[src/hdl/wlh_pkg.sv]
// ----------------------------------------------------------------------------
// Word length histogram package
// Shared constants, controller state, command and status types.
// ----------------------------------------------------------------------------
package wlh_pkg;

   localparam int MAX_LENGTH_DEFAULT  = 11;
   localparam int COUNT_WIDTH_DEFAULT = 16;

   localparam int CHAR_W      = 8;
   localparam int BAR_W       = 8;
   localparam int BIN_W       = 4;
   localparam int OUT_COUNT_W = 16;

   localparam logic [BAR_W-1:0]  BAR_HEIGHT_RESET = 8'd15;
   localparam logic [CHAR_W-1:0] CHAR_SPACE       = 8'h20;
   localparam logic [CHAR_W-1:0] CHAR_NEWLINE     = 8'h0A;
   localparam logic [CHAR_W-1:0] CHAR_TAB         = 8'h09;

   localparam int DIV_STEPS = BAR_W;
   localparam int STEP_W    = $clog2(DIV_STEPS);

   typedef enum logic [2:0] {
      ST_IDLE,
      ST_INC,
      ST_MAXSCAN,
      ST_MUL,
      ST_DIV,
      ST_OUT
   } state_type;

   typedef enum logic [1:0] {
      RD_WORD,
      RD_FIRST,
      RD_NEXT
   } rd_src_type;

   typedef struct packed {
      logic       req_ready;
      logic       char_en;
      logic       rd_en;
      rd_src_type rd_src;
      logic       wr_en;
      logic       max_clr;
      logic       max_upd;
      logic       idx_first;
      logic       idx_inc;
      logic       mul_load;
      logic       div_step;
      logic       row_load;
      logic       clear_all;
   } cmd_type;

   typedef struct packed {
      logic req_valid;
      logic is_report;
      logic close_bin;
      logic idx_last;
      logic div_done;
      logic out_free;
   } status_type;

   function automatic logic is_separator(input logic [CHAR_W-1:0] c);
      return (c == CHAR_SPACE) || (c == CHAR_NEWLINE) || (c == CHAR_TAB);
   endfunction

endpackage

[src/hdl/wlh_if.sv]
// ----------------------------------------------------------------------------
// Word length histogram channels
// Request and response valid/ready channels with their payloads.
// ----------------------------------------------------------------------------
interface wlh_req_if import wlh_pkg::*; ();
   logic              valid;
   logic              ready;
   logic              req_type;
   logic [CHAR_W-1:0] char_code;

   modport source (output valid, output req_type, output char_code, input ready);
   modport sink   (input valid, input req_type, input char_code, output ready);
endinterface

interface wlh_rsp_if import wlh_pkg::*; ();
   logic                   valid;
   logic                   ready;
   logic [BIN_W-1:0]       bin_length;
   logic [OUT_COUNT_W-1:0] word_count;
   logic [BAR_W-1:0]       bar_length;
   logic [OUT_COUNT_W-1:0] overflow_count;
   logic                   last;

   modport source (output valid, output bin_length, output word_count, output bar_length,
                   output overflow_count, output last, input ready);
   modport sink   (input valid, input bin_length, input word_count, input bar_length,
                   input overflow_count, input last, output ready);
endinterface

[src/hdl/wlh_ctrl.sv]
// ----------------------------------------------------------------------------
// Word length histogram controller
// Sequences character updates, the max scan, the scaling divide and rows.
// ----------------------------------------------------------------------------
module wlh_ctrl import wlh_pkg::*; (
   input  logic       clock,
   input  logic       reset,
   input  status_type status,
   output cmd_type    cmd
);

   state_type state_ff;
   state_type state_in;

   always_ff @(posedge clock) begin
      if (reset) begin
         state_ff <= ST_IDLE;
      end else begin
         state_ff <= state_in;
      end
   end

   always_comb begin
      state_in = state_ff;
      case (state_ff)
         ST_IDLE: begin
            if (status.req_valid) begin
               if (status.is_report) begin
                  state_in = ST_MAXSCAN;
               end else if (status.close_bin) begin
                  state_in = ST_INC;
               end
            end
         end
         ST_INC: begin
            state_in = ST_IDLE;
         end
         ST_MAXSCAN: begin
            if (status.idx_last) begin
               state_in = ST_MUL;
            end
         end
         ST_MUL: begin
            state_in = ST_DIV;
         end
         ST_DIV: begin
            if (status.div_done) begin
               state_in = ST_OUT;
            end
         end
         ST_OUT: begin
            if (status.out_free) begin
               state_in = status.idx_last ? ST_IDLE : ST_MUL;
            end
         end
         default: begin
            state_in = ST_IDLE;
         end
      endcase
   end

   always_comb begin
      cmd = '0;
      case (state_ff)
         ST_IDLE: begin
            cmd.req_ready = 1'b1;
            if (status.req_valid) begin
               if (status.is_report) begin
                  cmd.max_clr   = 1'b1;
                  cmd.idx_first = 1'b1;
                  cmd.rd_en     = 1'b1;
                  cmd.rd_src    = RD_FIRST;
               end else begin
                  cmd.char_en = 1'b1;
                  if (status.close_bin) begin
                     cmd.rd_en  = 1'b1;
                     cmd.rd_src = RD_WORD;
                  end
               end
            end
         end
         ST_INC: begin
            cmd.wr_en = 1'b1;
         end
         ST_MAXSCAN: begin
            cmd.max_upd = 1'b1;
            cmd.rd_en   = 1'b1;
            if (status.idx_last) begin
               cmd.idx_first = 1'b1;
               cmd.rd_src    = RD_FIRST;
            end else begin
               cmd.idx_inc = 1'b1;
               cmd.rd_src  = RD_NEXT;
            end
         end
         ST_MUL: begin
            cmd.mul_load = 1'b1;
         end
         ST_DIV: begin
            cmd.div_step = 1'b1;
         end
         ST_OUT: begin
            if (status.out_free) begin
               cmd.row_load = 1'b1;
               if (status.idx_last) begin
                  cmd.clear_all = 1'b1;
               end else begin
                  cmd.idx_inc = 1'b1;
                  cmd.rd_en   = 1'b1;
                  cmd.rd_src  = RD_NEXT;
               end
            end
         end
         default: begin
            cmd = '0;
         end
      endcase
   end

endmodule

[src/hdl/wlh_datapath.sv]
// ----------------------------------------------------------------------------
// Word length histogram datapath
// Word tracking, bin memory, max register, scaling divider, response register.
// ----------------------------------------------------------------------------
module wlh_datapath import wlh_pkg::*; #(
   parameter int MAX_LENGTH  = MAX_LENGTH_DEFAULT,
   parameter int COUNT_WIDTH = COUNT_WIDTH_DEFAULT
) (
   input  logic             clock,
   input  logic             reset,
   input  cmd_type          cmd,
   output status_type       status,
   input  logic             csr_write_enable,
   input  logic [BAR_W-1:0] csr_write_data,
   wlh_req_if.sink          req,
   wlh_rsp_if.source        rsp
);

   localparam int NUM_BINS = MAX_LENGTH - 1;
   localparam int IDX_W    = $clog2(MAX_LENGTH);
   localparam int LEN_W    = $clog2(MAX_LENGTH + 1);
   localparam int PW       = COUNT_WIDTH + BAR_W;
   localparam logic [IDX_W-1:0] LAST_IDX    = IDX_W'(MAX_LENGTH - 1);
   localparam logic [LEN_W-1:0] MAX_LEN_VAL = LEN_W'(MAX_LENGTH);

   logic [COUNT_WIDTH-1:0] bin_mem [1:NUM_BINS];
   logic [NUM_BINS:1]      bin_valid_ff;

   logic [BAR_W-1:0]       bar_height_ff;
   logic [LEN_W-1:0]       len_ff;
   logic [LEN_W-1:0]       len_in;
   logic [COUNT_WIDTH-1:0] long_ff;
   logic [COUNT_WIDTH-1:0] long_in;
   logic [IDX_W-1:0]       idx_ff;
   logic [IDX_W-1:0]       rd_addr;
   logic [IDX_W-1:0]       wr_addr_ff;
   logic [COUNT_WIDTH-1:0] rd_data_ff;
   logic                   rd_valid_ff;
   logic [COUNT_WIDTH-1:0] cnt;
   logic [COUNT_WIDTH-1:0] max_ff;
   logic [COUNT_WIDTH-1:0] cnt_ff;
   logic [PW-1:0]          rem_ff;
   logic [PW-1:0]          div_ff;
   logic [BAR_W-1:0]       quo_ff;
   logic [STEP_W-1:0]      step_ff;
   logic                   rem_ge;
   logic [BAR_W-1:0]       bar;
   logic                   sep;
   logic                   rsp_valid_ff;
   logic                   rsp_valid_in;

   assign sep = is_separator(req.char_code);
   assign cnt = rd_valid_ff ? rd_data_ff : '0;

   assign status.req_valid = req.valid;
   assign status.is_report = req.req_type;
   assign status.close_bin = sep && (len_ff != '0) && (len_ff < MAX_LEN_VAL);
   assign status.idx_last  = (idx_ff == LAST_IDX);
   assign status.div_done  = (step_ff == STEP_W'(DIV_STEPS - 1));
   assign status.out_free  = !rsp_valid_ff || rsp.ready;

   assign req.ready = cmd.req_ready;

   always_ff @(posedge clock) begin
      if (reset) begin
         bar_height_ff <= BAR_HEIGHT_RESET;
      end else if (csr_write_enable) begin
         bar_height_ff <= csr_write_data;
      end
   end

   always_comb begin
      len_in  = len_ff;
      long_in = long_ff;
      if (cmd.clear_all) begin
         len_in  = '0;
         long_in = '0;
      end else if (cmd.char_en) begin
         if (sep) begin
            if ((len_ff >= MAX_LEN_VAL) && (long_ff != '1)) begin
               long_in = long_ff + 1'b1;
            end
            len_in = '0;
         end else if (len_ff < MAX_LEN_VAL) begin
            len_in = len_ff + 1'b1;
         end
      end
   end

   always_ff @(posedge clock) begin
      if (reset) begin
         len_ff  <= '0;
         long_ff <= '0;
      end else begin
         len_ff  <= len_in;
         long_ff <= long_in;
      end
   end

   always_comb begin
      case (cmd.rd_src)
         RD_WORD:  rd_addr = len_ff[IDX_W-1:0];
         RD_FIRST: rd_addr = IDX_W'(1);
         RD_NEXT:  rd_addr = idx_ff + 1'b1;
         default:  rd_addr = idx_ff;
      endcase
   end

   always_ff @(posedge clock) begin
      if (cmd.rd_en) begin
         rd_data_ff <= bin_mem[rd_addr];
         wr_addr_ff <= rd_addr;
      end
      if (cmd.wr_en) begin
         bin_mem[wr_addr_ff] <= (cnt == '1) ? cnt : cnt + 1'b1;
      end
   end

   always_ff @(posedge clock) begin
      if (reset) begin
         bin_valid_ff <= '0;
         rd_valid_ff  <= 1'b0;
      end else begin
         if (cmd.rd_en) begin
            rd_valid_ff <= bin_valid_ff[rd_addr];
         end
         if (cmd.clear_all) begin
            bin_valid_ff <= '0;
         end else if (cmd.wr_en) begin
            bin_valid_ff[wr_addr_ff] <= 1'b1;
         end
      end
   end

   always_ff @(posedge clock) begin
      if (cmd.idx_first) begin
         idx_ff <= IDX_W'(1);
      end else if (cmd.idx_inc) begin
         idx_ff <= idx_ff + 1'b1;
      end
      if (cmd.max_clr) begin
         max_ff <= '0;
      end else if (cmd.max_upd && (cnt > max_ff)) begin
         max_ff <= cnt;
      end
   end

   assign rem_ge = (rem_ff >= div_ff);

   always_ff @(posedge clock) begin
      if (cmd.mul_load) begin
         cnt_ff  <= cnt;
         rem_ff  <= PW'(cnt) * PW'(bar_height_ff);
         div_ff  <= PW'(max_ff) << (BAR_W - 1);
         quo_ff  <= '0;
         step_ff <= '0;
      end else if (cmd.div_step) begin
         if (rem_ge) begin
            rem_ff <= rem_ff - div_ff;
         end
         quo_ff  <= {quo_ff[BAR_W-2:0], rem_ge};
         div_ff  <= div_ff >> 1;
         step_ff <= step_ff + 1'b1;
      end
   end

   always_comb begin
      if (cnt_ff == '0) begin
         bar = '0;
      end else if (quo_ff == '0) begin
         bar = BAR_W'(1);
      end else begin
         bar = quo_ff;
      end
   end

   always_comb begin
      if (cmd.row_load) begin
         rsp_valid_in = 1'b1;
      end else if (rsp.ready) begin
         rsp_valid_in = 1'b0;
      end else begin
         rsp_valid_in = rsp_valid_ff;
      end
   end

   always_ff @(posedge clock) begin
      if (reset) begin
         rsp_valid_ff <= 1'b0;
      end else begin
         rsp_valid_ff <= rsp_valid_in;
      end
   end

   always_ff @(posedge clock) begin
      if (cmd.row_load) begin
         rsp.bin_length     <= BIN_W'(idx_ff);
         rsp.word_count     <= OUT_COUNT_W'(cnt_ff);
         rsp.bar_length     <= bar;
         rsp.overflow_count <= OUT_COUNT_W'(long_ff);
         rsp.last           <= status.idx_last;
      end
   end

   assign rsp.valid = rsp_valid_ff;

endmodule

[src/hdl/word_length_histogram.sv]
// ----------------------------------------------------------------------------
// Word length histogram
// Counts word lengths of a character stream and reports a scaled histogram.
// ----------------------------------------------------------------------------
// A character item that closes a word of a counted length also updates its
// bin by a read-modify-write of the single-port bin memory. A report item
// first scans the bins for the largest one, then for each row multiplies,
// runs the one-bit-per-cycle restoring divider and loads the response
// register, waiting while rsp_ready still holds back the previous row. The
// last row waits in the response register while the next item is taken;
// the histogram is cleared as that row is loaded.
module word_length_histogram import wlh_pkg::*; #(
   parameter int MAX_LENGTH  = MAX_LENGTH_DEFAULT,
   parameter int COUNT_WIDTH = COUNT_WIDTH_DEFAULT
) (
   input  logic             clock,
   input  logic             reset,
   wlh_req_if.sink          req,
   wlh_rsp_if.source        rsp,
   input  logic             csr_write_enable,
   input  logic [BAR_W-1:0] csr_write_data
);

   cmd_type    cmd;
   status_type status;

   wlh_ctrl u_ctrl (
      .clock  (clock),
      .reset  (reset),
      .status (status),
      .cmd    (cmd)
   );

   wlh_datapath #(
      .MAX_LENGTH  (MAX_LENGTH),
      .COUNT_WIDTH (COUNT_WIDTH)
   ) u_datapath (
      .clock            (clock),
      .reset            (reset),
      .cmd              (cmd),
      .status           (status),
      .csr_write_enable (csr_write_enable),
      .csr_write_data   (csr_write_data),
      .req              (req),
      .rsp              (rsp)
   );

endmodule
[src/flat_wrapper.sv]
// flat-port wrapper written by rule: the top's interface ports become plain ports
module word_length_histogram_flat import wlh_pkg::*;
#(
   parameter int MAX_LENGTH  = MAX_LENGTH_DEFAULT,
   parameter int COUNT_WIDTH = COUNT_WIDTH_DEFAULT
)
  (clock, reset, csr_write_enable, csr_write_data, req_valid, req_req_type, req_char_code, req_ready, rsp_valid, rsp_bin_length, rsp_word_count, rsp_bar_length, rsp_overflow_count, rsp_last, rsp_ready);
  wlh_req_if req_i ();
  wlh_rsp_if rsp_i ();
  input  logic clock;
  input  logic reset;
  input  logic csr_write_enable;
  input  logic [BAR_W-1:0] csr_write_data;
  input wire logic [$bits(req_i.valid)-1:0] req_valid;
  input wire logic [$bits(req_i.req_type)-1:0] req_req_type;
  input wire logic [$bits(req_i.char_code)-1:0] req_char_code;
  output wire logic [$bits(req_i.ready)-1:0] req_ready;
  output wire logic [$bits(rsp_i.valid)-1:0] rsp_valid;
  output wire logic [$bits(rsp_i.bin_length)-1:0] rsp_bin_length;
  output wire logic [$bits(rsp_i.word_count)-1:0] rsp_word_count;
  output wire logic [$bits(rsp_i.bar_length)-1:0] rsp_bar_length;
  output wire logic [$bits(rsp_i.overflow_count)-1:0] rsp_overflow_count;
  output wire logic [$bits(rsp_i.last)-1:0] rsp_last;
  input wire logic [$bits(rsp_i.ready)-1:0] rsp_ready;
  assign req_i.valid = req_valid;
  assign req_i.req_type = req_req_type;
  assign req_i.char_code = req_char_code;
  assign req_ready = req_i.ready;
  assign rsp_valid = rsp_i.valid;
  assign rsp_bin_length = rsp_i.bin_length;
  assign rsp_word_count = rsp_i.word_count;
  assign rsp_bar_length = rsp_i.bar_length;
  assign rsp_overflow_count = rsp_i.overflow_count;
  assign rsp_last = rsp_i.last;
  assign rsp_i.ready = rsp_ready;
  word_length_histogram #(.MAX_LENGTH(MAX_LENGTH), .COUNT_WIDTH(COUNT_WIDTH)) u_core (.clock(clock), .reset(reset), .req(req_i), .rsp(rsp_i), .csr_write_enable(csr_write_enable), .csr_write_data(csr_write_data));
endmodule
[config.mk]
export PLATFORM = sky130hd
export DESIGN_NAME = word_length_histogram_flat
export DESIGN_NICKNAME = d
export VERILOG_FILES = /design/src/hdl/wlh_pkg.sv /design/src/hdl/wlh_if.sv /design/src/hdl/wlh_ctrl.sv /design/src/hdl/wlh_datapath.sv /design/src/hdl/word_length_histogram.sv /design/src/flat_wrapper.sv
export SDC_FILE = /design/constraint.sdc
export NUM_CORES = 1
export LEC_CHECK = 0
export ABC_AREA = 1
export BUFFER_PORTS_ARGS = -buffer_cell sky130_fd_sc_hd__buf_4
export CAP_MARGIN = 5
export CORE_AREA = 5 5 266 164
export CTS_CLUSTER_DIAMETER = 60
export DETAILED_ROUTE_END_ITERATION = 8
export DIE_AREA = 0 0 271 169
export GPL_ROUTABILITY_DRIVEN = 0
export PLACE_DENSITY = 0.63
export SETUP_SLACK_MARGIN = 0.15
export SLEW_MARGIN = 20
export SYNTH_ARGS = -nofsm -noshare
export SYNTH_HDL_FRONTEND = slang
export SYNTH_SLANG_ARGS = --single-unit
export TNS_END_PERCENT = 5
[constraint.sdc]
create_clock -name clock -period 6 [get_ports clock]
set_input_delay 0.3 -clock clock [delete_from_list [all_inputs] [get_ports clock]]
set_output_delay 0.3 -clock clock [all_outputs]
set_load 0.02 [all_outputs]
==> summary.txt, run 1 <==
Final layout
  – Seq. cell area: 10100 sq um
  – Multi-input logic area: a little under 9000 sq um
  – Filler Cells Inserted: around 3600
  – Layout cell share with drive strength beyond 1: a little under a tenth
  – Area Growth Syn to Fin: 11.9%
  – Layout Nets: 2384
  – N_diodes: 0

Worst setup path
  – Slowest cell delay on critical path: roughly 0.58 ns
  – Slowest CP cell: fa_1
  – Worst EP arrival: approximately 6.0 ns
  – Worst Setup End Kind: register
  – CP max FO: 15
  – Buf/Inv on CP: 4
  – Reg2reg path depth: 18
  – Critical path launch point type: register
  – WS Path Type: reg -> reg
  – Reg2reg end: u_core.u_datapath.rem_ff[19]$_DFFE_PP_
  – R2R setup slack: roughly 0.4 ns
  – CP Data Required Time: ~6.4 ns
  – CP top delay family: adder cells
  – Cell breakdown of the critical path: inv_1 -> nor2_1 -> fa_1 -> fa_1 -> inv_1 -> fa_1 -> fa_1 -> inv_1 -> ha_1 -> inv_1 -> o31ai_1 -> a21oi_1 -> o21ai_0 -> nand2_1 -> nand2_1 -> xor2_1 -> nand2_1 -> nand2_1
  – FF-to-FF Start: u_core.u_datapath.bar_height_ff[3]$_SDFFE_PP1P_

Routing
  – Drt drc: 0
  – Pre-antenna DRT Iters: 5
  – WL final: around 53 mm
  – Avg WL per Cell: between 15 and 20 um
  – Routed Antenna Nets: 0
  – Via Count: 15400
  – Avg Vias per Cell: roughly 5.6
  – Initial DRC count: about 1400

Timing
  – Final period util: 93.2%
  – Final setup violation count: 0
  – RSZ-0062 raised after global routing: no
  – Setup TNS: 0 ns
  – Max Clock Skew: 0.0171 ns
  – Worst Slack Setup Final: 0.406 ns
  – Minimum clock period: 5.59 ns
  – Hold Violations, Final: 0
  – Slew margin rel.: 27.6%
  – Peak Freq: ~180 MHz
  – Worst-margin pin slew: around 1.1 ns
  – Final-report max-slew violation count: 0

Synth
  – Largest family of logic cells by synthesized area: simple AND/OR/NAND/NOR gates
  – Most numerous cell in the Yosys netlist: nand2_1
  – Sequential area share after synthesis: approximately 50%
  – Top cell type by total area after synthesis: edfxtp_1
  – Post-synthesis mux area share: 0%
  – Async S/R FF share, synth: 0%
  – Primary FF master, synth: edfxtp_1
  – Syn nets: 2311
  – Top post-synthesis cells by area: edfxtp_1, fa_1, dfxtp_1
  – Synthesis Warnings: 0
  – Synth Area in XOR/XNOR: between 1 and 1.5%
  – Adder-cell share of the synthesized area: ~14%
  – Post-synthesis simple-gate area fraction: around 16%
  – Synth top cells by count: nand2_1, inv_1, edfxtp_1
  – Number of flops mapped to enable cells by yosys: around 280
  – Flop and latch count out of synthesis: 362
  – Yosys top cell area share: a little over two fifths
  – Avg Inst Size Synth: roughly 9.6 sq um
  – Synth Cell Area: between 20000 and 25000 sq um
  – Complex-gate fraction of the synthesized area: 10.9%
  – Synth unique cells: 48
  – Syn Inst Count: ~2100

GRT
  – GRT overflow: 0
  – Initial antenna violation count: 0
  – Largest net degree at the start of global routing: roughly 100
  – Total Routing Usage GR: a little under a quarter
  – Global-route wire length before repair: just over 80 mm
  – Number of global-route vias before repair: around 15000

Hold path
  – Min-Delay Startpoint: csr_write_data[2]
  – Hold endpoint: u_core.u_datapath.bar_height_ff[2]$_SDFFE_PP1P_
  – Number of cells on the worst hold path: 3
  – Hold crit path type: in -> reg

Die
  – Die footprint: 45800 sq um
  – Die X: 271 um
  – Row count: slightly below 60
  – Placeable Area: around 40000 sq um
  – Die Y-Extent: roughly 170 um
  – I/O Pins: just under 70
  – Initial Util: about half

Run
  – Max-cap viol count: 0

Clocking
  – Worst-Skew Late Latency: 0.54 ns
  – H-Tree Depth: 2
  – Post-CTS Setup Bufs: 0
  – Cts bufs inserted: 37
  – CTS tree: done
  – Reg clk slew, reported paths: around 0.07 ns
  – Longest Clk Path Bufs: 3
  – Clk Tree Root Cell: clkbuf_16
  – Sink Count: about 360

Pwr
  – Pwr Total: a little under 10 mW
  – Pwr/cell area: 427 nW/um^2
  – Largest vdd supply drop: 254 uV
  – Pleak: 9.61 nW

Placement
  – Port-buffer cells: 68
  – DPL Wire Length: approximately 38 mm
  – Pre-CTS setup slack: approximately 0.4 ns

Run status
  – Status: complete, no violations
-- placed cells by master, fill, tap and decap left out, types with 3 or more instances in the layout --
cell,count
nor2_1,228
ha_1,91
clkinv_2,3
o21bai_1,3
o21ai_0,122
o211ai_1,69
nor3_1,17
fa_1,85
o2111ai_1,3
edfxtp_1,281
buf_4,95
a211oi_1,4
nor4_2,6
a21oi_1,143
nand2_2,9
xnor2_1,10
clkinv_1,5
bufinv_16,3
o21ai_4,3
xor2_1,21
clkbuf_8,4
dfxtp_1,80
o21a_1,5
nand2_1,349
nand3_2,4
a21o_1,6
nor4_1,16
inv_2,12
nor2_4,4
clkbuf_16,39
nand4_1,19
o22ai_1,15
nor2_2,7
inv_1,309
clkbuf_1,10
clkinv_8,3
nand3_1,103
-- how the worst max path moves through the flow --
stage / start / end / slack, ns / cells after the start
floorplan: u_core.u_datapath.rd_valid_ff$_SDFFE_PP0P_ / u_core.u_datapath.rem_ff[20]$_DFFE_PP_ / 1.21 / 24
global placement: u_core.u_datapath.rd_valid_ff$_SDFFE_PP0P_ / u_core.u_datapath.rem_ff[19]$_DFFE_PP_ / 0.56 / 18
detailed placement: u_core.u_datapath.rd_valid_ff$_SDFFE_PP0P_ / u_core.u_datapath.rem_ff[19]$_DFFE_PP_ / 0.40 / 18
CTS: u_core.u_datapath.rd_valid_ff$_SDFFE_PP0P_ / u_core.u_datapath.rem_ff[19]$_DFFE_PP_ / 0.39 / 18
global route: u_core.u_datapath.rd_valid_ff$_SDFFE_PP0P_ / u_core.u_datapath.rem_ff[17]$_DFFE_PP_ / 0.21 / 18
finish: u_core.u_datapath.bar_height_ff[3]$_SDFFE_PP1P_ / u_core.u_datapath.rem_ff[19]$_DFFE_PP_ / 0.41 / 18
-- repair_timing --
action                                  CTS  global route
hold endpoints to repair                  2             0
resized for setup                         0             1
hold buffers                              2             0
endpoints found under the setup margin    0             8
-- per-layer routing --
layer	wire [um]	track usage, %	vias up	part of all wire (%)
li1	-	-	7253	-
met1	25600	37.2	7389	48
met2	20100	30.4	682	38
met3	6450	7.03	60	12
met4	755	4.29	0	1.4
met5	0	0	-	0
-- sequential cells by signal, summed over array words and instances, names as in the netlist, 10 cells and up --
name / flops
u_core.u_datapath.bin_mem: 160
u_core.u_datapath.rem_ff: 24
u_core.u_datapath.div_ff: 23
u_core.u_datapath.cnt_ff: 16
u_core.u_datapath.long_ff: 16
u_core.u_datapath.max_ff: 16
u_core.u_datapath.rd_data_ff: 16
u_core.u_datapath.rsp.overflow_count: 16
u_core.u_datapath.rsp.word_count: 16
u_core.u_datapath.bin_valid_ff: 10
-- kinds of logic (layout without fill, tap and decap cells) --
family | after synthesis | in the layout
XOR/XNOR | 31 | 31
AO/OA/AOI/OAI | 381 | 381
flip-flops | 362 | 362
adder cells (fa/ha/maj) | 176 | 176
AND/OR/NAND/NOR | 776 | 776
buffers and inverters | 387 | 487
-- report_power, final --
group / switching, mW / leakage (nW) / total (mW) / internal, mW
combinational: 2.67 / 5.74 / 3.88 / 1.22
sequential: 0.198 / 3.26 / 3.41 / 3.22
clock: 0.987 / 0.611 / 2.37 / 1.39
-- worst reg2reg max path, delay by kind of cell (launching register included) --
kind | cells | cell delay [ns]
buffers and inverters | 4 | 0.66
xor gates and xnor gates | 1 | 0.29
and+or+nand+nor | 5 | 0.56
AOI/OAI and AO/OA | 3 | 1.21
DFF | 1 | 0.37
adders and majority gates | 5 | 2.35
-- per-stage QoR --
step	hold slack, ns	cells	cell area [sq um]	utilization [%]
6_report	0.0241	2753	22700	55.1
5_1_grt	0.0361	2753	22700	55.1
4_1_cts	0.00539	2753	22700	55.1
3_5_place_dp	0.445	2685	21400	52.0
3_3_place_gp	0.437	2685	21400	52.0
2_1_floorplan	0.422	2113	20200	-
-- area by class of cell --
type / instances / area share, %
Multi-Input combinational cell: 1364 / 38.5
Inverter: 324 / 5.37
Clock buffer: 53 / 4.72
Clock inverter: 13 / 0.812
Sequential cell: 362 / 44.4
Timing Repair Buffer: 97 / 3.24
Tap cell: 540 / 2.98
No activity file was read; power rests on OpenSTA's default activity.
==> inputs of run 2 (changes only) <==
Settings changed: PLACE_DENSITY 0.63 to default, PLACE_DENSITY_LB_ADDON from default to 0.25.
==> summary.txt, run 2 (synthesis results as in run 1) <==
Final layout
  – Biggest register: u_core.u_datapath.bin_mem
  – Area Growth Syn to Fin: 11.8%
  – Largest regs: u_core.u_datapath.bin_mem: 160 flops, u_core.u_datapath.rem_ff: 24 flops, u_core.u_datapath.div_ff: 23 flops
  – Most frequent cells in the layout: nand2_1, inv_1, edfxtp_1
  – Layout Nets: between 2000 and 2500
  – Layout cell share with drive strength beyond 1: a little under a tenth
  – Most common cell after layout, fill and taps aside: nand2_1
  – Largest register FFs: 160
  – Filler Cells Inserted: ~3500
  – N_diodes: 0
  – Core Util, Final: 55.0%

Worst setup path
  – CP max FO: 17
  – Critical path launch point type: register
  – WS Path Type: reg -> reg
  – CP Data Required Time: roughly 6.3 ns
  – Worst Setup End Kind: register
  – Worst EP arrival: roughly 5.8 ns

Die
  – Die Y-Extent: ~170 um
  – Initial Util: a little under 50%
  – Row count: 58
  – I/O Pins: 69
  – Die footprint: roughly 46000 sq um
  – Die X: between 200 and 300 um
  – Placeable Area: around 41000 sq um

GRT
  – Largest net degree at the start of global routing: 56
  – Number of global-route vias before repair: about 14000
  – Global-route wire length before repair: roughly 80 mm
  – GRT overflow: 0
  – Initial antenna violation count: 1
  – Total Routing Usage GR: approximately 23%

Pwr
  – Pleak: a little under 10 nW
  – Pwr/cell area: approximately 430 nW/um^2
  – Largest vdd supply drop: 261 uV

Clocking
  – Sink Count: 362
  – Longest Clk Path Bufs: 3
  – Worst-Skew Late Latency: ~0.55 ns
  – CTS tree: done
  – H-Tree Depth: 2
  – Clk Tree Root Cell: clkbuf_16
  – Cts bufs inserted: 36
  – Reg clk slew, reported paths: approximately 0.070 ns

Timing
  – Final setup violation count: 0
  – Final period util: about nine tenths
  – Worst-margin pin slew: between 1 and 1.5 ns
  – Minimum clock period: approximately 5.5 ns
  – Worst Slack Setup Final: 0.487 ns
  – Peak Freq: around 180 MHz
  – RSZ-0062 raised after global routing: no
  – Setup TNS: 0 ns
  – Final-report max-slew violation count: 0
  – Hold Violations, Final: 0
  – Max Clock Skew: ~0.030 ns
  – Slew margin rel.: roughly a quarter

Hold path
  – Hold crit path type: in -> reg

Routing
  – Routed Antenna Nets: 0
  – Avg WL per Cell: around 19 um
  – Pre-antenna DRT Iters: 5
  – WL final: between 50 and 60 mm
  – Initial DRC count: roughly 1700
  – Drt drc: 0
  – Avg Vias per Cell: 5.59
  – Via Count: 15400

Run status
  – Status: complete, no violations

Placement
  – Pre-CTS setup slack: roughly 0.46 ns
  – Port-buffer cells: just under 70
  – DPL Wire Length: about 38 mm

Run
  – Max-cap viol count: 0
## run 2: path summary, 6_finish.rpt
check                                                  start                                       endpoint  slack (ns)  cells after the start
hold reg to reg        u_core.u_datapath.cnt_ff[3]$_DFFE_PP_  u_core.u_datapath.rsp.word_count[3]$_DFFE_PP_        0.46                      0
setup reg to reg  u_core.u_datapath.rd_valid_ff$_SDFFE_PP0P_         u_core.u_datapath.rem_ff[21]$_DFFE_PP_        0.49                     18
hold / removal                                         reset         u_core.u_ctrl.state_ff[1]$_SDFFE_PP0P_        0.04                      2
setup / recovery  u_core.u_datapath.rd_valid_ff$_SDFFE_PP0P_         u_core.u_datapath.rem_ff[21]$_DFFE_PP_        0.49                     18
## run 2: area by class of cell
cell class / instances / area [sq um] / share of cell area, %
tap: 540 / 676 / 2.98
sequential: 362 / 10100 / 44.4
multi-input combinational: 1364 / 8710 / 38.5
inverter: 324 / 1220 / 5.37
clock buffer: 51 / 1030 / 4.55
clock inverter: 15 / 226 / 1.00
timing repair buffer: 96 / 723 / 3.19
## run 2: stage by stage
step / instances / total power [mW] / cell area [sq um] / hold slack, ns
after detailed placement: 2685 / 7.29 / 21400 / 0.443
after global routing: 2752 / 10.4 / 22600 / 0.0368
after global placement: 2685 / 7.18 / 21400 / 0.438
final: 2752 / 9.73 / 22600 / 0.0396
after floorplan: 2113 / 6.18 / 20200 / 0.422
after CTS: 2752 / 9.69 / 22600 / 0.0302
## run 2: critical path, stage by stage, from the launching register on
cell	delay (ns)
dfxtp_2	0.44
nand2_1	0.34
clkinv_1	0.54
nand2_1	0.23
fa_1	0.46
fa_1	0.49
inv_1	0.05
fa_1	0.52
inv_1	0.05
fa_1	0.53
inv_1	0.04
ha_1	0.34
nand2_1	0.14
nor4_1	0.48
nand4_1	0.14
nand3_1	0.15
a21oi_1	0.07
o21ai_0	0.14
nand2_1	0.09
## run 2: what timing repair did
item                                    CTS  global route
endpoints found under the hold margin     1             0
hold buffers                              1             0
endpoints found under the setup margin    0             6
resized for setup                         0             1
buffers inserted                          0             0
## run 2: metal layers
layer	part of all wire, %	track usage [%]
met1	47	36.0
met2	40	31.3
met3	12	6.25
met4	1.2	3.34
met5	0	0
## run 2: report_power, final
| part | internal (mW) | leakage, nW | switching [mW] |
|---|---|---|---|
| sequential | 3.22 | 3.26 | 0.202 |
| clock | 1.42 | 0.609 | 0.968 |
| combinational | 1.22 | 5.73 | 2.70 |
